File: src/rtl/core/swtq_pkg.sv
package swtq_pkg;

	localparam int unsigned IdW    = 8;
	localparam int unsigned DelayW = 32;
	localparam int unsigned CountW = 63;
	localparam int unsigned WakeW  = 64;
	localparam int unsigned KindW  = 2;
	localparam int unsigned MaxResults = 16;

	localparam logic CMD_TICK  = 1'b0;
	localparam logic CMD_SLEEP = 1'b1;

	localparam logic [KindW-1:0] KIND_WOKEN    = 2'd0;
	localparam logic [KindW-1:0] KIND_ACCEPTED = 2'd1;
	localparam logic [KindW-1:0] KIND_NEGATIVE = 2'd2;
	localparam logic [KindW-1:0] KIND_FULL     = 2'd3;

	typedef struct packed {
		logic              command;
		logic [IdW-1:0]    requester_id;
		logic [DelayW-1:0] delay_ticks;
	} in_item_t;

	typedef struct packed {
		logic [KindW-1:0]  result_kind;
		logic [IdW-1:0]    woken_id;
		logic [CountW-1:0] tick_count;
		logic              last;
	} out_item_t;

	// Classified operation passed from front to back.
	typedef struct packed {
		logic              is_tick;
		logic [IdW-1:0]    id;
		logic [DelayW-1:0] delay;
	} op_t;

endpackage

File: src/rtl/core/swtq_if.sv
interface swtq_in_if;
	logic                       valid;
	logic                       ready;
	logic                       command;
	logic [swtq_pkg::IdW-1:0]   requester_id;
	logic [swtq_pkg::DelayW-1:0] delay_ticks;
	modport source (output valid, command, requester_id, delay_ticks, input ready);
	modport sink (input valid, command, requester_id, delay_ticks, output ready);
endinterface

interface swtq_out_if;
	logic                        valid;
	logic                        ready;
	logic [swtq_pkg::KindW-1:0]  result_kind;
	logic [swtq_pkg::IdW-1:0]    woken_id;
	logic [swtq_pkg::CountW-1:0] tick_count;
	logic                        last;
	modport source (output valid, result_kind, woken_id, tick_count, last, input ready);
	modport sink (input valid, result_kind, woken_id, tick_count, last, output ready);
endinterface

File: src/rtl/core/swtq_fifo.sv
module swtq_fifo (
	input  logic              clk,
	input  logic              arst_n,
	input  logic              push,
	input  swtq_pkg::op_t     push_data,
	output logic              full,
	input  logic              pop,
	output swtq_pkg::op_t     pop_data,
	output logic              empty
);
	swtq_pkg::op_t mem_q [2];
	logic       wp_q, rp_q;
	logic [1:0] cnt_q;

	assign full     = (cnt_q == 2'd2);
	assign empty    = (cnt_q == 2'd0);
	assign pop_data = mem_q[rp_q];

	always_ff @(posedge clk) begin
		if (push && !full) mem_q[wp_q] <= push_data;
	end

	always_ff @(posedge clk or negedge arst_n) begin
		if (!arst_n) begin
			wp_q  <= 1'b0;
			rp_q  <= 1'b0;
			cnt_q <= 2'd0;
		end else begin
			if (push && !full) wp_q <= ~wp_q;
			if (pop && !empty) rp_q <= ~rp_q;
			cnt_q <= cnt_q + {1'b0, push && !full} - {1'b0, pop && !empty};
		end
	end
endmodule

File: src/rtl/core/swtq_back.sv
module swtq_back #(
	parameter int unsigned QUEUE_DEPTH = 16
) (
	input  logic                 clk,
	input  logic                 arst_n,
	input  logic                 op_valid,
	input  swtq_pkg::op_t        op,
	output logic                 op_pop,
	output logic                 res_valid,
	output swtq_pkg::out_item_t  res,
	input  logic                 res_ready,
	output logic [$clog2(QUEUE_DEPTH+1)-1:0] fill
);
	localparam int unsigned CntW = $clog2(QUEUE_DEPTH + 1);
	localparam int unsigned NW   = $clog2(swtq_pkg::MaxResults + 1);
	localparam logic [1:0] ST_IDLE = 2'd0;
	localparam logic [1:0] ST_WAKE = 2'd1;

	logic [swtq_pkg::WakeW-1:0]  wake_q  [QUEUE_DEPTH];
	logic [swtq_pkg::IdW-1:0]    owner_q [QUEUE_DEPTH];
	logic [CntW-1:0]             cnt_q;
	logic [swtq_pkg::CountW-1:0] tick_q;
	logic [1:0]                  st_q;
	logic [NW-1:0]               n_q;
	logic                        ovalid_q;
	swtq_pkg::out_item_t         out_q;

	logic                        slot_free;
	logic [swtq_pkg::WakeW-1:0]  new_wake;
	logic [QUEUE_DEPTH-1:0]      after;
	logic                        due, due_next, insert;

	assign slot_free = !ovalid_q || res_ready;
	assign res_valid = ovalid_q;
	assign res       = out_q;
	assign fill      = cnt_q;
	assign new_wake  = {1'b0, tick_q} + {{(swtq_pkg::WakeW-swtq_pkg::DelayW){1'b0}}, op.delay};
	assign due       = (cnt_q != '0) && (wake_q[0] <= {1'b0, tick_q});
	assign due_next  = (cnt_q > CntW'(1)) && (wake_q[1] <= {1'b0, tick_q});
	// Only a non-negative sleep with a free slot goes into the queue.
	assign insert    = st_q == ST_IDLE && op_valid && slot_free && !op.is_tick &&
	                   !op.delay[swtq_pkg::DelayW-1] && cnt_q != CntW'(QUEUE_DEPTH);
	assign op_pop    = st_q == ST_IDLE && op_valid && slot_free;

	always_comb begin
		for (int i = 0; i < QUEUE_DEPTH; i++) begin
			after[i] = (CntW'(i) < cnt_q) && (wake_q[i] > new_wake);
		end
	end

	// Shift-register sorted queue: insert in one step, pop one per cycle while the result slot is free.
	always_ff @(posedge clk) begin
		if (insert) begin
			for (int i = 0; i < QUEUE_DEPTH; i++) begin
				if (after[i]) begin
					if (i + 1 < QUEUE_DEPTH) begin
						wake_q[(i+1) % QUEUE_DEPTH]  <= wake_q[i];
						owner_q[(i+1) % QUEUE_DEPTH] <= owner_q[i];
					end
				end
				if ((after[i] || CntW'(i) == cnt_q) &&
				    (i == 0 || !after[(i+QUEUE_DEPTH-1) % QUEUE_DEPTH])) begin
					wake_q[i]  <= new_wake;
					owner_q[i] <= op.id;
				end
			end
		end else if (st_q == ST_WAKE && slot_free && due) begin
			for (int i = 0; i + 1 < QUEUE_DEPTH; i++) begin
				wake_q[i]  <= wake_q[i+1];
				owner_q[i] <= owner_q[i+1];
			end
		end
		if (slot_free) begin
			if (st_q == ST_IDLE && op_valid && !op.is_tick) begin
				out_q.woken_id   <= op.id;
				out_q.tick_count <= tick_q;
				out_q.last       <= 1'b1;
				if (op.delay[swtq_pkg::DelayW-1])
					out_q.result_kind <= swtq_pkg::KIND_NEGATIVE;
				else if (cnt_q == CntW'(QUEUE_DEPTH))
					out_q.result_kind <= swtq_pkg::KIND_FULL;
				else
					out_q.result_kind <= swtq_pkg::KIND_ACCEPTED;
			end else if (st_q == ST_WAKE && due) begin
				out_q.woken_id    <= owner_q[0];
				out_q.tick_count  <= tick_q;
				out_q.result_kind <= swtq_pkg::KIND_WOKEN;
				out_q.last <= !due_next || (n_q == NW'(swtq_pkg::MaxResults - 1));
			end
		end
	end

	always_ff @(posedge clk or negedge arst_n) begin
		if (!arst_n) begin
			cnt_q    <= '0;
			tick_q   <= '0;
			st_q     <= ST_IDLE;
			n_q      <= '0;
			ovalid_q <= 1'b0;
		end else begin
			if (res_ready) ovalid_q <= 1'b0;
			case (st_q)
				ST_IDLE: begin
					if (op_valid && slot_free) begin
						if (op.is_tick) begin
							tick_q <= tick_q + 1'b1;
							n_q    <= '0;
							st_q   <= ST_WAKE;
						end else begin
							ovalid_q <= 1'b1;
							if (!op.delay[swtq_pkg::DelayW-1] && cnt_q != CntW'(QUEUE_DEPTH))
								cnt_q <= cnt_q + 1'b1;
						end
					end
				end
				ST_WAKE: begin
					if (slot_free) begin
						if (due && n_q != NW'(swtq_pkg::MaxResults)) begin
							ovalid_q <= 1'b1;
							cnt_q    <= cnt_q - 1'b1;
							n_q      <= n_q + 1'b1;
							if (!due_next || n_q == NW'(swtq_pkg::MaxResults - 1))
								st_q <= ST_IDLE;
						end else begin
							st_q <= ST_IDLE;
						end
					end
				end
				default: st_q <= ST_IDLE;
			endcase
		end
	end
endmodule

File: src/rtl/core/sorted_wakeup_timer_queue.sv
// Sorted wake-up timer queue. Each request is either a tick (command 0) or a
// sleep (command 1). A sleep answers with one result (accepted, negative delay
// ignored, or queue full) and, when accepted, schedules its id at tick_count +
// delay, behind any equal wake times. A tick advances the count and then wakes
// due entries front first, one result per cycle, up to 16 per tick, marking the
// final one with last; a tick with nobody due gives no result. A front stage
// takes requests into a two-entry queue; a back stage holds the sorted
// shift-register queue. A request goes from the two-entry queue to the back
// stage, which registers its result. A tick advances the count in the idle
// state, then the wake state pops one due entry per result, or only checks
// the front when nobody is due. Only the front of the sorted queue is popped,
// and a stalled result register holds the back stage until it is taken.
module sorted_wakeup_timer_queue #(
	parameter int unsigned QUEUE_DEPTH = 16
) (
	input  logic clk,
	input  logic arst_n,
	swtq_in_if.sink    in_ch,
	swtq_out_if.source out_ch
);
	localparam int unsigned CntW = $clog2(QUEUE_DEPTH + 1);

	swtq_pkg::op_t       push_op, head_op;
	swtq_pkg::out_item_t res;
	logic                fifo_full, fifo_empty, op_pop, res_valid;
	logic [CntW-1:0]     fill;

	// Front: accept request whenever the hand-off queue has room.
	assign in_ch.ready     = !fifo_full;
	assign push_op.is_tick = (in_ch.command == swtq_pkg::CMD_TICK);
	assign push_op.id      = in_ch.requester_id;
	assign push_op.delay   = in_ch.delay_ticks;

	swtq_fifo u_fifo (
		.clk, .arst_n,
		.push      (in_ch.valid),
		.push_data (push_op),
		.full      (fifo_full),
		.pop       (op_pop),
		.pop_data  (head_op),
		.empty     (fifo_empty)
	);

	// Back: sorted queue and result register.
	swtq_back #(.QUEUE_DEPTH(QUEUE_DEPTH)) u_back (
		.clk, .arst_n,
		.op_valid  (!fifo_empty),
		.op        (head_op),
		.op_pop    (op_pop),
		.res_valid (res_valid),
		.res       (res),
		.res_ready (out_ch.ready),
		.fill      (fill)
	);

	assign out_ch.valid       = res_valid;
	assign out_ch.result_kind = res.result_kind;
	assign out_ch.woken_id    = res.woken_id;
	assign out_ch.tick_count  = res.tick_count;
	assign out_ch.last        = res.last;

`ifndef NO_ASSERTIONS
	a_fill_range: assert property (@(posedge clk) disable iff (!arst_n)
		fill <= CntW'(QUEUE_DEPTH))
		else $error("queue fill beyond depth");
	a_sleep_last: assert property (@(posedge clk) disable iff (!arst_n)
		out_ch.valid && out_ch.result_kind != swtq_pkg::KIND_WOKEN |-> out_ch.last)
		else $error("sleep answer without last");
	a_fill_step: assert property (@(posedge clk) disable iff (!arst_n)
		fill != $past(fill) |-> fill == $past(fill) + 1'b1 || fill == $past(fill) - 1'b1)
		else $error("fill moved by more than one");
`endif
endmodule

File: src/flat_wrapper.sv
// flat-port wrapper written by rule: the top's interface ports become plain ports
module sorted_wakeup_timer_queue_flat 
#(
	parameter int unsigned QUEUE_DEPTH = 16
)
  (clk, arst_n, in_ch_valid, in_ch_command, in_ch_requester_id, in_ch_delay_ticks, in_ch_ready, out_ch_valid, out_ch_result_kind, out_ch_woken_id, out_ch_tick_count, out_ch_last, out_ch_ready);
  swtq_in_if in_ch_i ();
  swtq_out_if out_ch_i ();
  input  logic clk;
  input  logic arst_n;
  input wire logic [$bits(in_ch_i.valid)-1:0] in_ch_valid;
  input wire logic [$bits(in_ch_i.command)-1:0] in_ch_command;
  input wire logic [$bits(in_ch_i.requester_id)-1:0] in_ch_requester_id;
  input wire logic [$bits(in_ch_i.delay_ticks)-1:0] in_ch_delay_ticks;
  output wire logic [$bits(in_ch_i.ready)-1:0] in_ch_ready;
  output wire logic [$bits(out_ch_i.valid)-1:0] out_ch_valid;
  output wire logic [$bits(out_ch_i.result_kind)-1:0] out_ch_result_kind;
  output wire logic [$bits(out_ch_i.woken_id)-1:0] out_ch_woken_id;
  output wire logic [$bits(out_ch_i.tick_count)-1:0] out_ch_tick_count;
  output wire logic [$bits(out_ch_i.last)-1:0] out_ch_last;
  input wire logic [$bits(out_ch_i.ready)-1:0] out_ch_ready;
  assign in_ch_i.valid = in_ch_valid;
  assign in_ch_i.command = in_ch_command;
  assign in_ch_i.requester_id = in_ch_requester_id;
  assign in_ch_i.delay_ticks = in_ch_delay_ticks;
  assign in_ch_ready = in_ch_i.ready;
  assign out_ch_valid = out_ch_i.valid;
  assign out_ch_result_kind = out_ch_i.result_kind;
  assign out_ch_woken_id = out_ch_i.woken_id;
  assign out_ch_tick_count = out_ch_i.tick_count;
  assign out_ch_last = out_ch_i.last;
  assign out_ch_i.ready = out_ch_ready;
  sorted_wakeup_timer_queue #(.QUEUE_DEPTH(QUEUE_DEPTH)) u_core (.clk(clk), .arst_n(arst_n), .in_ch(in_ch_i), .out_ch(out_ch_i));
endmodule
File: config.mk
export PLATFORM = sky130hd
export DESIGN_NAME = sorted_wakeup_timer_queue_flat
export DESIGN_NICKNAME = d
export VERILOG_FILES = /design/src/rtl/core/swtq_pkg.sv /design/src/rtl/core/swtq_if.sv /design/src/rtl/core/swtq_fifo.sv /design/src/rtl/core/swtq_back.sv /design/src/rtl/core/sorted_wakeup_timer_queue.sv /design/src/flat_wrapper.sv
export SDC_FILE = /design/constraint.sdc
export NUM_CORES = 2
export LEC_CHECK = 0
export BUFFER_PORTS_ARGS = -buffer_cell sky130_fd_sc_hd__buf_2
export CORE_MARGIN = 2
export CORE_UTILIZATION = 55
export CTS_BUF_LIST = sky130_fd_sc_hd__clkbuf_16
export CTS_CLUSTER_SIZE = 16
export DETAILED_ROUTE_END_ITERATION = 12
export PLACE_DENSITY_LB_ADDON = 0.25
export SETUP_SLACK_MARGIN = 0.2
export SKIP_CTS_REPAIR_TIMING = 1
export SLEW_MARGIN = 20
export SYNTH_ARGS = -nofsm -noshare
export SYNTH_HDL_FRONTEND = slang
export SYNTH_SLANG_ARGS = --single-unit
File: constraint.sdc
create_clock -name clk -period 11.5 [get_ports clk]
set_input_delay 2.3 -clock clk [delete_from_list [all_inputs] [get_ports clk]]
set_output_delay 2.3 -clock clk [all_outputs]
set_load 0.1 [all_outputs]
[Word-level counts from Yosys, hierarchy flattened]
Memories as Yosys holds them, arrays and structs flattened.
Index checks and enable logic that the tools add are counted.
Word-level totals
  memory bits (writable): 1234
  flip-flop bits (word level): 154
  latch bits: 0
  word-level logic and storage cells: 430
  ROM bits: 0
  memories kept: 3
  input port bits: 45
  output and inout bits: 76
Memories
  u_core.u_back.wake_q: depth 16, bits a word 64, read ports 16, clocked after Yosys merged registers in 0, wr ports 16, line swtq_back.sv:19  | logic [swtq_pkg::WakeW-1:0] wake_q [QUEUE_DEPTH];
  u_core.u_back.owner_q: depth 16, bits a word 8, read ports 16, clocked after Yosys merged registers in 0, wr ports 16, line swtq_back.sv:20  | logic [swtq_pkg::IdW-1:0] owner_q [QUEUE_DEPTH];
  u_core.u_fifo.mem_q: depth 2, bits a word 41, read ports 1, clocked after Yosys merged registers in 0, wr ports 1, line swtq_fifo.sv:11  | swtq_pkg::op_t mem_q [2];
Operators by class
  div/mod/pow operators: 0
  $add $sub $neg: 7
  reduce and logical (&&, ||, !) cells: 97
  shifts and indexed selects: 0
  multipliers: 0
  bitwise operators: 63
  magnitude comparators: 35
  multiplexer cells: 185
  equal/unequal tests: 28
Operator list (number)
  $mux W64: 30
  $gt A64 B64 Y1: 16
  $mux W8: 30
  $mux W74: 2
  $le A64 B63 Y1: 2
  $mux W1: 103
  $add A63 B32 Y64: 1
  $add A63 B1 Y63 const B: 1
  $or A1 B1 Y1: 60
  $logic_and A1 B1 Y1: 47
  $mux W5: 9
  $eq A4 B5 Y1 const A: 8
  $lt A4 B5 Y1 const A: 8
  $logic_not A1 Y1: 21
  $eq A3 B5 Y1 const A: 4
  $lt A3 B5 Y1 const A: 4
  $pmux W5 S2: 2
  $logic_or A1 B1 Y1: 18
  $mux W2: 7
  $add A5 B1 Y5 const B: 2
  $eq A2 B5 Y1 const A: 2
  $lt A1 B5 Y1 const A: 2
  $lt A2 B5 Y1 const A: 2
  $ne A5 B5 Y1 const B: 2
  24 further kinds: 32

[Longest topological paths before layout]
  depth in word-level cells: 11
  gate-level depth with buffers: 32
  mapped depth without buffers: 27

[Hierarchy]
From an unflattened synthesis, not the netlist that was laid out.
Unflattened totals
  cells, all modules: 8851
  area total of the unflattened synthesis: 94499.4 sq um
Modules (own cells, without submodules)
  swtq_back: times used 1, area an instance 91126.1 sq um, seq. area each 38692.1 sq um, cells each 8702
  swtq_fifo: times used 1, area an instance 3362.0 sq um, seq. area each 2562.5 sq um, cells each 146
  sorted_wakeup_timer_queue: times used 1, area an instance 11.3 sq um, seq. area each 0.0 sq um, cells each 3

[Worst setup path after synthesis]
OpenSTA, ideal clock, no wires.
  kind: flip-flop to flip-flop
  start point: reg u_core.u_fifo.rp_q
  end point: mem u_core.u_back.owner_q[0][10] (netlist name) (enable)
  path buffers: 4
  clock period less this slack: 12.336 ns
  arrival time: 11.734 ns
  cell stages (with the launch flop): 28
  setup slack: -0.836 ns
  library setup time: 0.602 ns
  cells stage by stage: dfrtp_1 > clkbuf_1 > buf_1 > buf_1 > mux2_2 > ha_1 > clkbuf_1 > and4_1 > nand3_1 > o31ai_1 > a21oi_1 > o21ai_0 > o31ai_1 > a21oi_1 > nand3_1 > xnor2_1 > clkinv_1 > ha_1 > nand4_1 > nor3_1 > nand2_1 > or3_1 > or3_1 > nor2_1 > nand4b_1 > o21ai_0 > a32oi_1 > o21ai_0
RTL lines
  from (decl): line swtq_fifo.sv:12  | logic wp_q, rp_q;
  from (signal assigned): line swtq_fifo.sv:30  | if (pop && !empty) rp_q <= ~rp_q;
  to (decl): line swtq_back.sv:20

==> results.md <==
* Switch share at 46.5%
* Worst path top cell family by delay: compound AO/OA/AOI/OAI gates
* DP Wirelength at 239000 microns
* Worst r2r src: u_core.u_fifo.rp_q
* Area contributors post-synth: edfxtp_1 (42%), ha_1 (16%), mux2i_1 (3.6%), nand2_1 (3.4%), a21o_1 (3.1%)
* Vias in the first global route at 77400
* Sw power at 0.0140 W
* Clock Power Share at 16.5%
* Final nets at 10100
* Syn avg cell area at 10.4 sq um
* Crit path depth at 28
* Logic pwr share at 51.9%
* Drt pass-1 iters at 8
* Design area at ~100000 sq um
* Total wire length at 327000 microns
* IR drop worst, VDD at 0.000205 V
* Die area at approximately 170000 sq um
* Netlist Area Pre-Place at 92800 sq um
* Status: finished clean
* Gr usage total at 36.9%
* Height of the die at 415 microns
* Reg clk slew, reported paths at roughly 0.06 ns
* Worst-Margin Slew at about 1.3 ns
* Syn nets at 10100
* Rel. slew slack at 15.5%
* CTS tree: yes
* Setup TNS at 0 ns
* Ys flop type: edfxtp_1
* Syn Inst Count at between 8000 and 9000
* Clock sink total at 1387
* Clock latency on the worst-skew pair at 0.82 ns
* # setup viols final at 0
* WP buf/inv at 5
* Cell mode on critical path: buf_4
* Post-route ant nets at 0
* Largest net degree at the start of global routing at 178
* Seq/Total Area, Yosys at 44.4%
* Initial Util at 55.4%
* Async SR Flop Fraction at 5.70%
* Critical path data required time at 12.03 ns
* 1st-iter DRT viols at 9904
* Leading area contributor after synthesis: edfxtp_1
* # DRC at 0
* Multi-input logic area at 48900 sq um
* Worst setup path endpoint: u_core.u_back.wake_q[2][183]
* WL per Instance at 29.1 microns
* Fmax at between 90 and 100 MHz
* Row Count at 150
* Fill cell count at approximately 14000
* Clock Path Buffers at 3
* H-tree Lvls at 4
* Synth warn at 0
* Hold Path Class: flop to flop
* Synth unique cells at 92
* Share of post-route cells with drive strength above 1 at 8.42%
* Global-route wire length before repair at between 400000 and 500000 microns
* Min-delay src: u_core.u_back.tick_q[41]
* CTS Buf Count at 155
* Fin crit period at around 10 ns
* RSZ-0062 raised after global routing: no
* GRT overflow at 0
* Sequential share of power at 31.6%
* Crit path capture type: flop
* Routability cong. at 0.993
* Synth top area share at 42.3%
* Critical Path AT at 10.54 ns
* Fin cells at 11200
* Critical Path Start Type: flop
* Pwr dens at 297 nW/um^2
* Die width at 415 microns
* CP peak stage delay at between 1 and 1.5 ns
* Max Cap Violations at 0
* Leak Pwr at approximately 40 nW
* Pre-CTS setup slack at approximately 2 ns
* FF+latch count, synth at 1387
* Final-report hold violation count at 0
* R2R Setup Slk at 1.49 ns
* Setup CP Type: flop to flop
* Top-level I/O count at around 120
* Initial antenna violation count at 12
* Reg2Reg Depth at 28
* Setup WS post-layout at 1.49 ns
* Clock skew at 0.0280 ns
* FF-to-FF End: u_core.u_back.wake_q[2][183]
* Worst Setup SP: u_core.u_fifo.rp_q
* Clk root buf: clkbuf_16
* I/O Buffers at 120
* Reg area at 41300 sq um
* Slowest cell on crit path: nor4_1
* Vias per inst at 6.99
* CP Max Fanout at 31
* Final Max Tran Viols at 0
* Hold Crit Depth at 1
* Area delta synth->final at 9.48%
* Placed insts at 11000
* Vias post-DR at 78600
* Fin crit share at 87.1%
* Core outline area at 167000 sq um
* EDFF count, synth at around 1300
* Placed cell area at roughly 97000 sq um
* P_int at ~0.016 W
[logic make-up (layout without fill, tap and decap cells)]
group	after synthesis	in the layout	synth area share, %
compound gates	2577	2577	17.9
xor+xnor	150	150	1.42
fa+ha+maj	1179	1179	15.9
buf+inv	770	925	3.40
flops	1387	1387	44.4
mux	477	477	5.33
other cells	0	1	0
simple gates	2345	2345	11.6
[power by group through the flow]
stage / registers, W / clock network, W / logic, W
6_report: 0.00954 / 0.00499 / 0.0156
5_1_grt: 0.00960 / 0.00518 / 0.0169
4_1_cts: 0.00945 / 0.00499 / 0.0152
3_5_place_dp: 0.00953 / 0 / 0.0151
3_3_place_gp: 0.00954 / 0 / 0.0145
2_1_floorplan: 0.00958 / 0 / 0.00950
[worst min-delay path by stage]
| stage | endpoint |
|---|---|
| detailed placement | u_core.u_back.res[56] |
| global route | u_core.u_back.res[56] |
| CTS | u_core.u_back.res[56] |
| floorplan | u_core.u_back.res[35] |
| global placement | u_core.u_back.res[56] |
| finish | u_core.u_back.tick_q[41] |
[flip-flops by register name (all words and copies together), names as in the netlist]
| signal | cells |
|---|---|
| u_core.u_back.wake_q | 1024 |
| u_core.u_back.owner_q | 128 |
| u_core.u_fifo.mem_q | 82 |
| u_core.u_back.res | 74 |
| u_core.u_back.tick_q | 63 |
| u_core.u_back.fill | 5 |
| u_core.u_back.n_q | 5 |
| u_core.u_fifo.cnt_q | 2 |
| u_core.u_back.res_valid | 1 |
| u_core.u_back.st_q | 1 |
| u_core.u_fifo.rp_q | 1 |
| u_core.u_fifo.wp_q | 1 |
[cell usage after synthesis, drive strengths merged, types with 146 or more instances]
library cell,instances
nor2,584
ha,1161
nand2,837
a21oi,504
edfxtp,1308
clkbuf,326
buf,146
nor3,150
a21o,389
inv,286
nand3,217
nand4,234
a22oi,260
o21ai,623
o22ai,204
mux2i,338
[metrics by stage]
| stage | utilization (%) | hold slack [ns] | power [W] |
|---|---|---|---|
| CTS | 60.7 | 0.493 | 0.0296 |
| detailed placement | 57.7 | 0.480 | 0.0246 |
| global route | 60.7 | 0.498 | 0.0317 |
| global placement | 57.7 | 0.479 | 0.0241 |
| finish | 60.7 | 0.500 | 0.0302 |
| floorplan | - | 0.423 | 0.0191 |
[metal layers]
metal  wire length (microns)  share of wire (%)  GRT usage [%]  vias to the layer above
met5                      50              0.015              0                        -
met3                   31100                9.5           6.89                     1208
li1                        -                  -              -                    34200
met1                  121000                 37           45.6                    38300
met4                   26700                8.2           25.6                        8
met2                  148000                 45           58.7                     4896
[cell usage in the layout (no fill, tap or decap), drive strengths merged, types with 86 or more instances in the layout]
cell	count
a21oi	504
xnor2	131
clkbuf	162
edfxtp	1308
nand3	217
nor2	584
nand4	234
ha	1161
mux2i	338
o22ai	204
nand2	837
o21ai	623
a221oi	86
a21o	389
o21a	88
mux2	139
nor3	150
inv	319
a31oi	98
buf	356
a22oi	260
[area by class of cell]
type,instances,area share (%)
multi-input combinational,6728,48.1
sequential,1387,40.6
clock buffer,162,3.99
tap,2204,2.71
timing repair buffer,356,2.65
inverter,298,1.10
clock inverter,109,0.821
antenna,1,0.00246
Power figures use the tool's default switching activity.
